===== src/design/ssmt_pkg.sv =====
// shared types and constants of the sorted set membership table
package ssmt_pkg;

    localparam int VALUE_W      = 64;
    localparam int COUNT_W      = 7;
    localparam int FUNC_W       = 2;
    localparam int IN_TDATA_W   = 64;
    localparam int OUT_TDATA_W  = 16;

    // operation codes carried in tuser
    typedef enum logic [FUNC_W-1:0] {
        OP_ADD      = 2'd0,
        OP_REMOVE   = 2'd1,
        OP_CONTAINS = 2'd2,
        OP_CLEAR    = 2'd3
    } func_t;

    // controller states
    typedef enum logic [1:0] {
        ST_IDLE,
        ST_COMPARE,
        ST_REDUCE,
        ST_COMMIT
    } state_t;

    // commands from controller to datapath
    typedef struct packed {
        logic load;
        logic compare;
        logic reduce;
        logic commit;
    } ssmt_cmd_t;

endpackage


===== src/design/ssmt_ctrl.sv =====
// controller state machine: handshakes and step sequencing
module ssmt_ctrl
(
    input  logic               clk,
    input  logic               rst_n,
    input  logic               s_tvalid,
    output logic               s_tready,
    output logic               m_tvalid,
    input  logic               m_tready,
    output ssmt_pkg::ssmt_cmd_t cmd
);

    ssmt_pkg::state_t state_reg;
    ssmt_pkg::state_t state_next;
    logic             m_valid_reg;
    logic             m_valid_next;
    logic             slot_free;

    assign slot_free = !m_valid_reg || m_tready;

    // next state
    always_comb
    begin
        state_next = state_reg;
        unique case (state_reg)
            ssmt_pkg::ST_IDLE:
            begin
                if (s_tvalid)
                begin
                    state_next = ssmt_pkg::ST_COMPARE;
                end
            end
            ssmt_pkg::ST_COMPARE: state_next = ssmt_pkg::ST_REDUCE;
            ssmt_pkg::ST_REDUCE:  state_next = ssmt_pkg::ST_COMMIT;
            ssmt_pkg::ST_COMMIT:
            begin
                if (slot_free)
                begin
                    state_next = ssmt_pkg::ST_IDLE;
                end
            end
            default: state_next = ssmt_pkg::ST_IDLE;
        endcase
    end

    // outputs and commands
    always_comb
    begin
        s_tready    = 1'b0;
        cmd         = '0;
        unique case (state_reg)
            ssmt_pkg::ST_IDLE:
            begin
                s_tready = 1'b1;
                cmd.load = s_tvalid;
            end
            ssmt_pkg::ST_COMPARE: cmd.compare = 1'b1;
            ssmt_pkg::ST_REDUCE:  cmd.reduce  = 1'b1;
            ssmt_pkg::ST_COMMIT:  cmd.commit  = slot_free;
            default:              cmd         = '0;
        endcase
    end

    // output valid: set on commit, cleared when taken
    always_comb
    begin
        m_valid_next = m_valid_reg;
        if (cmd.commit)
        begin
            m_valid_next = 1'b1;
        end
        else if (m_tready)
        begin
            m_valid_next = 1'b0;
        end
    end

    assign m_tvalid = m_valid_reg;

    always_ff @(posedge clk or negedge rst_n)
    begin
        if (!rst_n)
        begin
            state_reg   <= ssmt_pkg::ST_IDLE;
            m_valid_reg <= 1'b0;
        end
        else
        begin
            state_reg   <= state_next;
            m_valid_reg <= m_valid_next;
        end
    end

endmodule


===== config.mk =====
export PLATFORM = sky130hd
export DESIGN_NAME = ssmt_ctrl
export DESIGN_NICKNAME = d
export VERILOG_FILES = /design/src/design/ssmt_pkg.sv /design/src/design/ssmt_ctrl.sv
export SDC_FILE = /design/constraint.sdc
export NUM_CORES = 1
export LEC_CHECK = 0
export BUFFER_PORTS_ARGS = -buffer_cell sky130_fd_sc_hd__buf_2
export CAP_MARGIN = 20
export CELL_PAD_IN_SITES_DETAIL_PLACEMENT = 0
export CELL_PAD_IN_SITES_GLOBAL_PLACEMENT = 1
export CORE_AREA = 4 4 41 43
export CTS_BUF_LIST = sky130_fd_sc_hd__clkbuf_2 sky130_fd_sc_hd__clkbuf_4 sky130_fd_sc_hd__clkbuf_8
export DETAILED_ROUTE_END_ITERATION = 8
export DIE_AREA = 0 0 45 47
export PLACE_DENSITY_LB_ADDON = 0.1
export SYNTH_ARGS = -nofsm -noshare
export SYNTH_HDL_FRONTEND = slang
export SYNTH_SLANG_ARGS = --single-unit

===== constraint.sdc =====
create_clock -name clk -period 1.9 [get_ports clk]
set_input_delay 0 -clock clk [delete_from_list [all_inputs] [get_ports clk]]
set_output_delay 0 -clock clk [all_outputs]
set_load 0.03 [all_outputs]

==> results of run 1 <==
synth_stat cells:
cell type  count  area, um^2
dfrtp_1        3        75.1
nand2b_1       2        12.5
a21oi_2        1        8.76
buf_4          1        7.51
mux2_4         1        15.0
and2_1         2        12.5
o32a_2         1        11.3
inv_1          3        11.3
ha_1           4        50.1
and3b_1        1        8.76
tightest hold or removal path: stages:
cell and delay [ns]:
buf_2 0.08, nand2b_1 0.10, nand2b_1 0.06
path summary, 6_finish.rpt:
kind	end	slack (ns)	startpoint	depth (start not counted)
worst max-delay path	state_reg[1]	0.48	state_reg[0]	4
worst min-delay path	m_tvalid	0.05	m_tready	3
worst max register to register	state_reg[1]	0.48	state_reg[0]	4
worst min register to register	m_tvalid	0.53	m_tvalid	2
max in group asynchronous	state_reg[0]	1.70	rst_n	2
min in group asynchronous	m_tvalid	0.09	rst_n	2
metrics by stage:
| stage | setup WS (ns) | hold slack (ns) | area, um^2 | util (%) | total power [mW] |
|---|---|---|---|---|---|
| final | 0.483 | 0.0528 | 309 | 23.8 | 0.624 |
| after floorplan | 0.512 | -0.296 | 213 | - | 0.429 |
| after CTS | 0.475 | 0.0545 | 309 | 23.8 | 0.639 |
| after detailed placement | 0.483 | -0.200 | 269 | 20.7 | 0.505 |
| after global routing | 0.427 | 0.0630 | 309 | 23.8 | 0.673 |
| after global placement | 0.480 | -0.197 | 269 | 20.7 | 0.508 |
where the power goes:
| group | total [mW] | switching, mW | leakage, nW | internal (mW) |
|---|---|---|---|---|
| Combinational | 0.365 | 0.220 | 0.124 | 0.145 |
| Clock | 0.126 | 0.0330 | 0.0184 | 0.0929 |
| Sequential | 0.133 | 0.0339 | 0.0359 | 0.0991 |
| Total | 0.624 | 0.286 | 0.179 | 0.338 |
per-layer routing:
layer,global-route usage [%],wire length (um),up-vias
met5,0,0,-
met4,1.75,0,0
met3,4.98,57,0
met2,6.21,181,10
met1,6.83,221,73
li1,-,-,86
layout make-up:
type	count	area (um^2)	area share, %
Clock buffer	4	30.0	9.72
Inverter	3	11.3	3.64
Multi-Input combinational cell	12	119	38.5
Sequential cell	3	75.1	24.3
Tap cell	15	18.8	6.07
Timing Repair Buffer	10	55.1	17.8
logic make-up after synthesis:
group | synth area share [%]
simple gates | 15.9
buf+inv | 8.82
mux | 7.06
flops | 35.3
compound gates | 9.41
fa+ha+maj | 23.5
==> summary.md, run 1 <==
| Metric | Value |
|---|---|
| First-pass GRT wire length | `about 740 um` |
| Initial antenna violation count | `0` |
| IO Count | `10` |
| Tmin final | `roughly 1.4 ns` |
| Syn_area_per_cell | `11.2 um^2` |
| Max FFs per register | `2` |
| Fin crit share | `74.6%` |
| Pwr per Cell Area | `just over 2000 mW/mm^2` |
| GP Congestion | `between 0.7 and 0.8` |
| Drt first-iter violations | `3` |
| Die height | `~47 um` |
| Total Wirelength | `around 460 um` |
| #FFs+latches synth | `3` |
| Total core area | `approximately 0.0013 mm^2` |
| Die ar. | `0.00212 mm^2` |
| LEAKAGE | `around 0.18 nW` |
| Largest net degree at the start of global routing | `5` |
| Vias in the first global route | `around 180` |
| Outcome | `completed` |
| Area Growth Syn to Fin | `45.3%` |
| Hold Vio Cnt, Final | `0` |
| Commonest non-fill, non-tap cells in the layout | `buf_2 (9), ha_1 (4), clkbuf_4 (4)` |
| DR vias | `between 150 and 200` |
| Clk buf depth | `2` |
| GRT overflow | `0` |
| Root Buffer | `clkbuf_4` |
| CP Data Arrival Time | `between 1.5 and 2 ns` |
| Setup TNS | `0 ns` |
| Netlist cell types | `10` |
| Clock Sinks | `3` |
| Max capacitance violation total | `0` |
| Peak supply drop | `slightly below 0.5 mV` |
| Number of setup buffers added after CTS | `0` |
| Crit-path cells | `ha_1 -> and3b_1 -> a21oi_2 -> mux2_4` |
| Pin slew with the least headroom to its limit | `roughly 0.17 ns` |
| Final Non-Filler Cells | `47` |
| Commonest non-fill, non-tap cell in the layout | `buf_2` |
| DRC viols | `0` |
| CTS tree | `done` |
| Ant. Diodes | `0` |
| Crit path kind | `reg2reg` |
| Cell Area, Synth | `213 um^2` |
| Slew Limit Fails | `0` |
| Number of synthesis warnings | `0` |
| Mapped Cells | `19` |
| First drt pass iteration count | `2` |
| Skew-Pair Late Insertion Delay | `between 0.2 and 0.25 ns` |
| Synthesized net count | `27` |
| H-tree depth | `1` |
| Antenna Nets Post-Route | `0` |
| Share of cells above drive strength 1 | `about half` |
| Final net count | `a little over 40` |
| Vias per cell | `3.60` |
| Initial core utilization | `between 10% and 20%` |
| Dpl hpwl | `between 300 and 400 um` |
| Slew HR | `88.9%` |
| Routed WL per cell | `just under 10 um` |
| Slowest cell on crit path | `dfrtp_1` |
| Die Wd | `about 45 um` |
| Cell family with most CP delay | `flip-flops` |
| Fin Clk Skew | `roughly 0.0017 ns` |
| FMAX | `~0.71 GHz` |
| Post-placement cell count | `42` |
| CP max FO | `4` |
| Total CTS buffers | `3` |
| Gr usage total | `about 5.4%` |
| CP Capture Type | `flop` |
| Worst endpoint required time | `2.01 ns` |
| Seq/Total Area, Yosys | `between 30% and 40%` |
| Reg clk slew, reported paths | `approximately 0.040 ns` |
| Hold Path Class | `in2reg` |
| RSZ-0062 raised after global routing | `false` |
| # hold bufs at CTS | `1` |
| Buf/Inv on CP | `0` |
| Port Buffers | `9` |
| Critical path's largest stage delay | `approximately 0.41 ns` |
| Std-Cell Rows | `13` |
| Setup violations, final | `0` |
| Layout fillers | `150` |
| Startpoint types | `flop` |
| CTS resizes | `0` |
(Power assumes the default switching activity.)
==> inputs of run 2 (changes only) <==
==> constraint.sdc (replaced) <==
create_clock -name clk -period 1.3 [get_ports clk]
set_input_delay 0 -clock clk [delete_from_list [all_inputs] [get_ports clk]]
set_output_delay 0 -clock clk [all_outputs]
set_load 0.03 [all_outputs]
==> summary.md, run 2 (synthesis results as in run 1) <==
| Metric | Value |
|---|---|
| Crit-path cells | `ha_2 -> and3b_1 -> a21oi_2 -> mux2_4 (was ha_1 -> and3b_1 -> a21oi_2 -> mux2_4)` |
| Total Wirelength | `466 um (was 461 um)` |
| Area Growth Syn to Fin | `59.4% (was 45.3%)` |
| Hold Path Sink | `m_tvalid (unchanged)` |
| Final WS setup | `-0.0569 ns (was 0.483 ns)` |
| Initial antenna violation count | `0 (unchanged)` |
| Die height | `47 um (unchanged)` |
| GRT overflow | `0 (unchanged)` |
| Buf/Inv on CP | `0 (unchanged)` |
| Skew-Pair Late Insertion Delay | `0.23 ns (about the same)` |
| Slowest cell on crit path | `dfrtp_1 (unchanged)` |
| CP max FO | `3 (was 4)` |
| Total CTS buffers | `3 (unchanged)` |
| Place WS | `-0.0612 ns (was 0.483 ns)` |
| Total core area | `0.00130 mm^2 (unchanged)` |
| Failing checks | `negative setup slack` |
| Slew HR | `89.7% (was 88.9%)` |
| Pin slew with the least headroom to its limit | `0.154 ns (was 0.166 ns)` |
| Peak supply drop | `0.778 mV (was 0.483 mV)` |
| Hold Crit Depth | `3 (unchanged)` |
| Port Buffers | `9 (unchanged)` |
| Reg clk slew, reported paths | `0.03 ns (was 0.04 ns)` |
| CP Data Arrival Time | `1.47 ns (was 1.53 ns)` |
| Ant. Diodes | `0 (unchanged)` |
| Vias per cell | `3.72 (was 3.60)` |
| FF-to-FF setup slack | `-0.06 ns (was 0.48 ns)` |
| Std-Cell Rows | `13 (unchanged)` |
| Max FFs per register | `2 (unchanged)` |
| Reg2reg path depth | `4 (unchanged)` |
| GP Congestion | `0.692 (was 0.724)` |
| Clk buf depth | `2 (unchanged)` |
| FMAX | `0.737 GHz (was 0.706 GHz)` |
| Design Power | `0.985 mW (was 0.624 mW)` |
| First drt pass iteration count | `4 (was 2)` |
| IO Count | `10 (unchanged)` |
| Largest net degree at the start of global routing | `5 (unchanged)` |
| Hold Vio Cnt, Final | `0 (unchanged)` |
| Max capacitance violation total | `0 (unchanged)` |
| Root Buffer | `clkbuf_4 (unchanged)` |
| DR vias | `186 (was 169)` |
| Slew Limit Fails | `0 (unchanged)` |
| Worst endpoint required time | `1.41 ns (was 2.01 ns)` |
| Die ar. | `0.00212 mm^2 (unchanged)` |
| Die Wd | `45 um (unchanged)` |
| CTS tree | `done (unchanged)` |
| Setup TNS | `-0.0569 ns (was 0 ns)` |
| Startpoint types | `flop (unchanged)` |
| Routed WL per cell | `9.32 um (was 9.81 um)` |
| First-pass GRT wire length | `821 um (was 738 um)` |
| Share of cells above drive strength 1 | `60.0% (was 50.0%)` |
| Drt first-iter violations | `1 (was 3)` |
| Outcome | `finished, violations left (was completed)` |
| Fin crit share | `104% (was 74.6%)` |
| LEAKAGE | `0.190 nW (was 0.179 nW)` |
| Dpl hpwl | `400 um (was 367 um)` |
| Tmin final | `1.36 ns (was 1.42 ns)` |
| Reg-to-reg critical path startpoint | `state_reg[1] (was state_reg[0])` |
| Pwr per Cell Area | `2900 mW/mm^2 (was 2020 mW/mm^2)` |
| DRC viols | `0 (unchanged)` |
| Crit path kind | `reg2reg (unchanged)` |
| H-tree depth | `1 (unchanged)` |
| Cell family with most CP delay | `flip-flops (unchanged)` |
| Layout fillers | `152 (was 150)` |
| Setup violations, final | `1 (was 0)` |
| CP Capture Type | `flop (unchanged)` |
| Vias in the first global route | `216 (was 184)` |
| Initial core utilization | `16.3% (unchanged)` |
| Commonest non-fill, non-tap cells in the layout | `buf_2 (8), clkbuf_4 (5), inv_1 (3), dfrtp_1 (3), buf_4 (3) (was buf_2 (9), ha_1 (4), clkbuf_4 (4))` |
| Commonest non-fill, non-tap cell in the layout | `buf_2 (unchanged)` |
| Reg-to-reg endpoint | `state_reg[1] (unchanged)` |
| HP Start | `m_tready (unchanged)` |
| Critical path's largest stage delay | `0.40 ns (was 0.41 ns)` |
| Final net count | `44 (was 41)` |
| Gr usage total | `5.85% (was 5.38%)` |
| Clock Sinks | `3 (unchanged)` |
| Hold Path Class | `in2reg (unchanged)` |
| RSZ-0062 raised after global routing | `true (was false)` |
| Fin Clk Skew | `0.000156 ns (was 0.00165 ns)` |
| Antenna Nets Post-Route | `0 (unchanged)` |
## run 2: worst reg2reg max path, cell delays in order (launching register included)
cell and delay [ns]:
dfrtp_1 0.40, ha_2 0.19, and3b_1 0.19, a21oi_2 0.16, mux2_4 0.31
## run 2: report_power, final
group | switching, mW | internal, mW | leakage [nW]
clock network | 0.0438 | 0.136 | 0.0184
registers | 0.0418 | 0.145 | 0.0359
logic | 0.343 | 0.275 | 0.136
total | 0.429 | 0.556 | 0.190
## run 2: what timing repair did
action / 4_1_cts / 5_1_grt
setup buffers: 0 / 0
resized for setup: 0 / 1
hold buffers: 1 / 0
endpoints found under the hold margin: 3 / 0
setup endpoints to repair: 1 / 2
## run 2: per-layer routing
metal  vias to the layer above  part of all wire [%]  global-route usage, %
met3                         0                   7.9                   2.68
met4                         0                     0                   5.26
li1                         94                     -                      -
met1                        85                    42                   6.15
met2                         7                    49                   8.76
met5                         -                     0                      0
## run 2: worst max-delay path by stage
stage / start / end / slack, ns / cells past startpoint
2_1_floorplan: state_reg[1] / state_reg[1] / -0.002 / 4
3_3_place_gp: state_reg[1] / state_reg[1] / -0.07 / 4
3_5_place_dp: state_reg[1] / state_reg[1] / -0.06 / 4
4_1_cts: state_reg[1] / state_reg[1] / -0.07 / 4
5_1_grt: state_reg[1] / state_reg[1] / -0.08 / 4
6_report: state_reg[1] / state_reg[1] / -0.06 / 4
## run 2: layout make-up
cell class	instances	area [um^2]	share of cell area [%]
clock buffers	4	30.0	8.86
inverters	3	11.3	3.32
multi-input cells	12	124	36.5
flip-flops and latches	3	75.1	22.1
well taps	15	18.8	5.54
repair buffers	13	80.1	23.6
## run 2: metrics by stage
step           cell area (um^2)  util [%]  cells  hold slack (ns)
2_1_floorplan               218         -     19           -0.296
3_3_place_gp                297      22.8     45           -0.199
3_5_place_dp                297      22.8     45           -0.202
4_1_cts                     337      25.9     50           0.0761
5_1_grt                     339      26.1     50           0.0834
6_report                    339      26.1     50           0.0756
==> inputs of run 3 (changes only) <==
==> constraint.sdc (replaced) <==
create_clock -name clk -period 1.7 [get_ports clk]
set_input_delay 0 -clock clk [delete_from_list [all_inputs] [get_ports clk]]
set_output_delay 0 -clock clk [all_outputs]
set_load 0.03 [all_outputs]
==> summary.md, run 3 (synthesis results as in run 1) <==
| Metric | Value |
|---|---|
| Vias per cell | `3.53 (was 3.72)` |
| Pin slew with the least headroom to its limit | `0.156 ns (was 0.154 ns)` |
| HP Start | `m_tready (unchanged)` |
| Total CTS buffers | `3 (unchanged)` |
| Hold Vio Cnt, Final | `0 (unchanged)` |
| Root Buffer | `clkbuf_4 (unchanged)` |
| Std-Cell Rows | `13 (unchanged)` |
| GRT overflow | `0 (unchanged)` |
| Outcome | `completed (was finished, violations left)` |
| Hold Path Sink | `m_tvalid (unchanged)` |
| Max capacitance violation total | `0 (unchanged)` |
| Clk buf depth | `2 (unchanged)` |
| Ant. Diodes | `0 (unchanged)` |
| Clock Sinks | `3 (unchanged)` |
| Total Wirelength | `427 um (was 466 um)` |
| DRC viols | `0 (unchanged)` |
| Dpl hpwl | `362 um (was 400 um)` |
| CP Data Arrival Time | `1.51 ns (was 1.47 ns)` |
| Reg-to-reg endpoint | `state_reg[1] (unchanged)` |
| Internal | `0.376 mW (was 0.556 mW)` |
| Commonest non-fill, non-tap cells in the layout | `buf_2 (9), ha_1 (4), clkbuf_4 (4) (was buf_2 (8), clkbuf_4 (5), inv_1 (3), dfrtp_1 (3), buf_4 (3))` |
| Share of cells above drive strength 1 | `50.0% (was 60.0%)` |
| Initial core utilization | `16.3% (unchanged)` |
| Slew Limit Fails | `0 (unchanged)` |
| Die ar. | `0.00212 mm^2 (unchanged)` |
| Crit path kind | `reg2reg (unchanged)` |
| Commonest non-fill, non-tap cell in the layout | `buf_2 (unchanged)` |
| Psw | `0.313 mW (was 0.429 mW)` |
| Fin Clk Skew | `0.0000596 ns (was 0.000156 ns)` |
| FF-to-FF setup slack | `0.30 ns (was -0.06 ns)` |
| Slew HR | `89.6% (was 89.7%)` |
| Reg2reg path depth | `4 (unchanged)` |
| Reg-to-reg critical path startpoint | `state_reg[0] (was state_reg[1])` |
| IO Count | `10 (unchanged)` |
| Setup TNS | `0 ns (was -0.0569 ns)` |
| Fin crit share | `82.4% (was 104%)` |
| Peak supply drop | `0.710 mV (was 0.778 mV)` |
| Skew-Pair Late Insertion Delay | `0.22 ns (was 0.23 ns)` |
| Max FFs per register | `2 (unchanged)` |
| Setup violations, final | `0 (was 1)` |
| CP max FO | `4 (was 3)` |
| Gr usage total | `5.30% (was 5.85%)` |
| CTS tree | `done (unchanged)` |
| Routed WL per cell | `9.09 um (was 9.32 um)` |
| Initial antenna violation count | `0 (unchanged)` |
| Flop pwr share | `21.6% (was 19.0%)` |
| Port Buffers | `9 (unchanged)` |
| FMAX | `0.714 GHz (was 0.737 GHz)` |
| Power share of the clock group | `19.8% (was 18.2%)` |
| # hold bufs at CTS | `1 (unchanged)` |
| Tmin final | `1.40 ns (was 1.36 ns)` |
| Pwr per Cell Area | `2230 mW/mm^2 (was 2900 mW/mm^2)` |
| Worst endpoint required time | `1.81 ns (was 1.41 ns)` |
| H-tree depth | `1 (unchanged)` |
| First drt pass iteration count | `2 (was 4)` |
| Hold Crit Depth | `3 (unchanged)` |
| Total core area | `0.00130 mm^2 (unchanged)` |
| CTS resizes | `0 (unchanged)` |
| Hold Path Class | `in2reg (unchanged)` |
| Number of setup buffers added after CTS | `0 (unchanged)` |
| LEAKAGE | `0.179 nW (was 0.190 nW)` |
| Vias in the first global route | `203 (was 216)` |
| GP Congestion | `0.691 (was 0.692)` |
| Area Growth Syn to Fin | `45.3% (was 59.4%)` |
| Largest net degree at the start of global routing | `5 (unchanged)` |
| Antenna Nets Post-Route | `0 (unchanged)` |
| Comb power frac | `58.7% (was 62.8%)` |
| DR vias | `166 (was 186)` |
| First-pass GRT wire length | `779 um (was 821 um)` |
| Die height | `47 um (unchanged)` |
| Startpoint types | `flop (unchanged)` |
| Reg clk slew, reported paths | `0.04 ns (was 0.03 ns)` |
| CP Capture Type | `flop (unchanged)` |
| Design Power | `0.689 mW (was 0.985 mW)` |
| Drt first-iter violations | `1 (unchanged)` |
| Sw frac | `45.4% (was 43.5%)` |
| RSZ-0062 raised after global routing | `false (was true)` |
| Final net count | `41 (was 44)` |
| Die Wd | `45 um (unchanged)` |
-- run 3: cell types whose count changed in the layout (fill, tap and decap cells not counted) --
cell | before | now
buf_4 | 3 | 0
ha_1 | 2 | 4
ha_2 | 2 | 0
buf_2 | 8 | 9
clkbuf_4 | 5 | 4
-- run 3: through the flow --
stage                     worst slack [ns]  std cells  util [%]  cell area (um^2)  hold WS, ns
after detailed placement             0.288         42      20.7               269       -0.205
after floorplan                      0.312         19         -               213       -0.296
after global placement               0.287         42      20.7               269       -0.202
final                                0.300         47      23.8               309       0.0657
after global routing                 0.234         47      23.8               309       0.0722
after CTS                            0.282         47      23.8               309       0.0694
-- run 3: critical path, stage by stage, from the launching register on --
cell	delay (ns)
dfrtp_1	0.41
ha_1	0.22
and3b_1	0.19
a21oi_2	0.16
mux2_4	0.31
-- run 3: worst max-delay path by stage --
stage	from	endpoint	cells past startpoint
floorplan	state_reg[0]	state_reg[1]	4
global placement	state_reg[0]	state_reg[1]	4
detailed placement	state_reg[0]	state_reg[1]	4
CTS	state_reg[0]	state_reg[1]	4
global route	state_reg[0]	state_reg[1]	4
finish	state_reg[0]	state_reg[1]	4
-- run 3: area by class of cell --
| type | instances | area (um^2) |
|---|---|---|
| multi-input combinational | 12 | 119 |
| timing repair buffer | 10 | 55.1 |
| clock buffer | 4 | 30.0 |
| fill | 156 | 992 |
| inverter | 3 | 11.3 |
| sequential | 3 | 75.1 |
| tap | 15 | 18.8 |
-- run 3: power groups by stage --
stage / Sequential (mW) / Clock (mW) / Combinational, mW
final: 0.148 / 0.136 / 0.404
after global placement: 0.154 / 0 / 0.414
after CTS: 0.152 / 0.142 / 0.414
after global routing: 0.158 / 0.152 / 0.441
after detailed placement: 0.154 / 0 / 0.409
after floorplan: 0.162 / 0 / 0.318
-- run 3: layer usage --
layer	track usage (%)	vias to the layer above	routed length, um
met5	0	-	0
met4	7.02	0	0
met3	0	0	30
met2	7.34	7	198
met1	6.64	74	199
li1	-	85	-
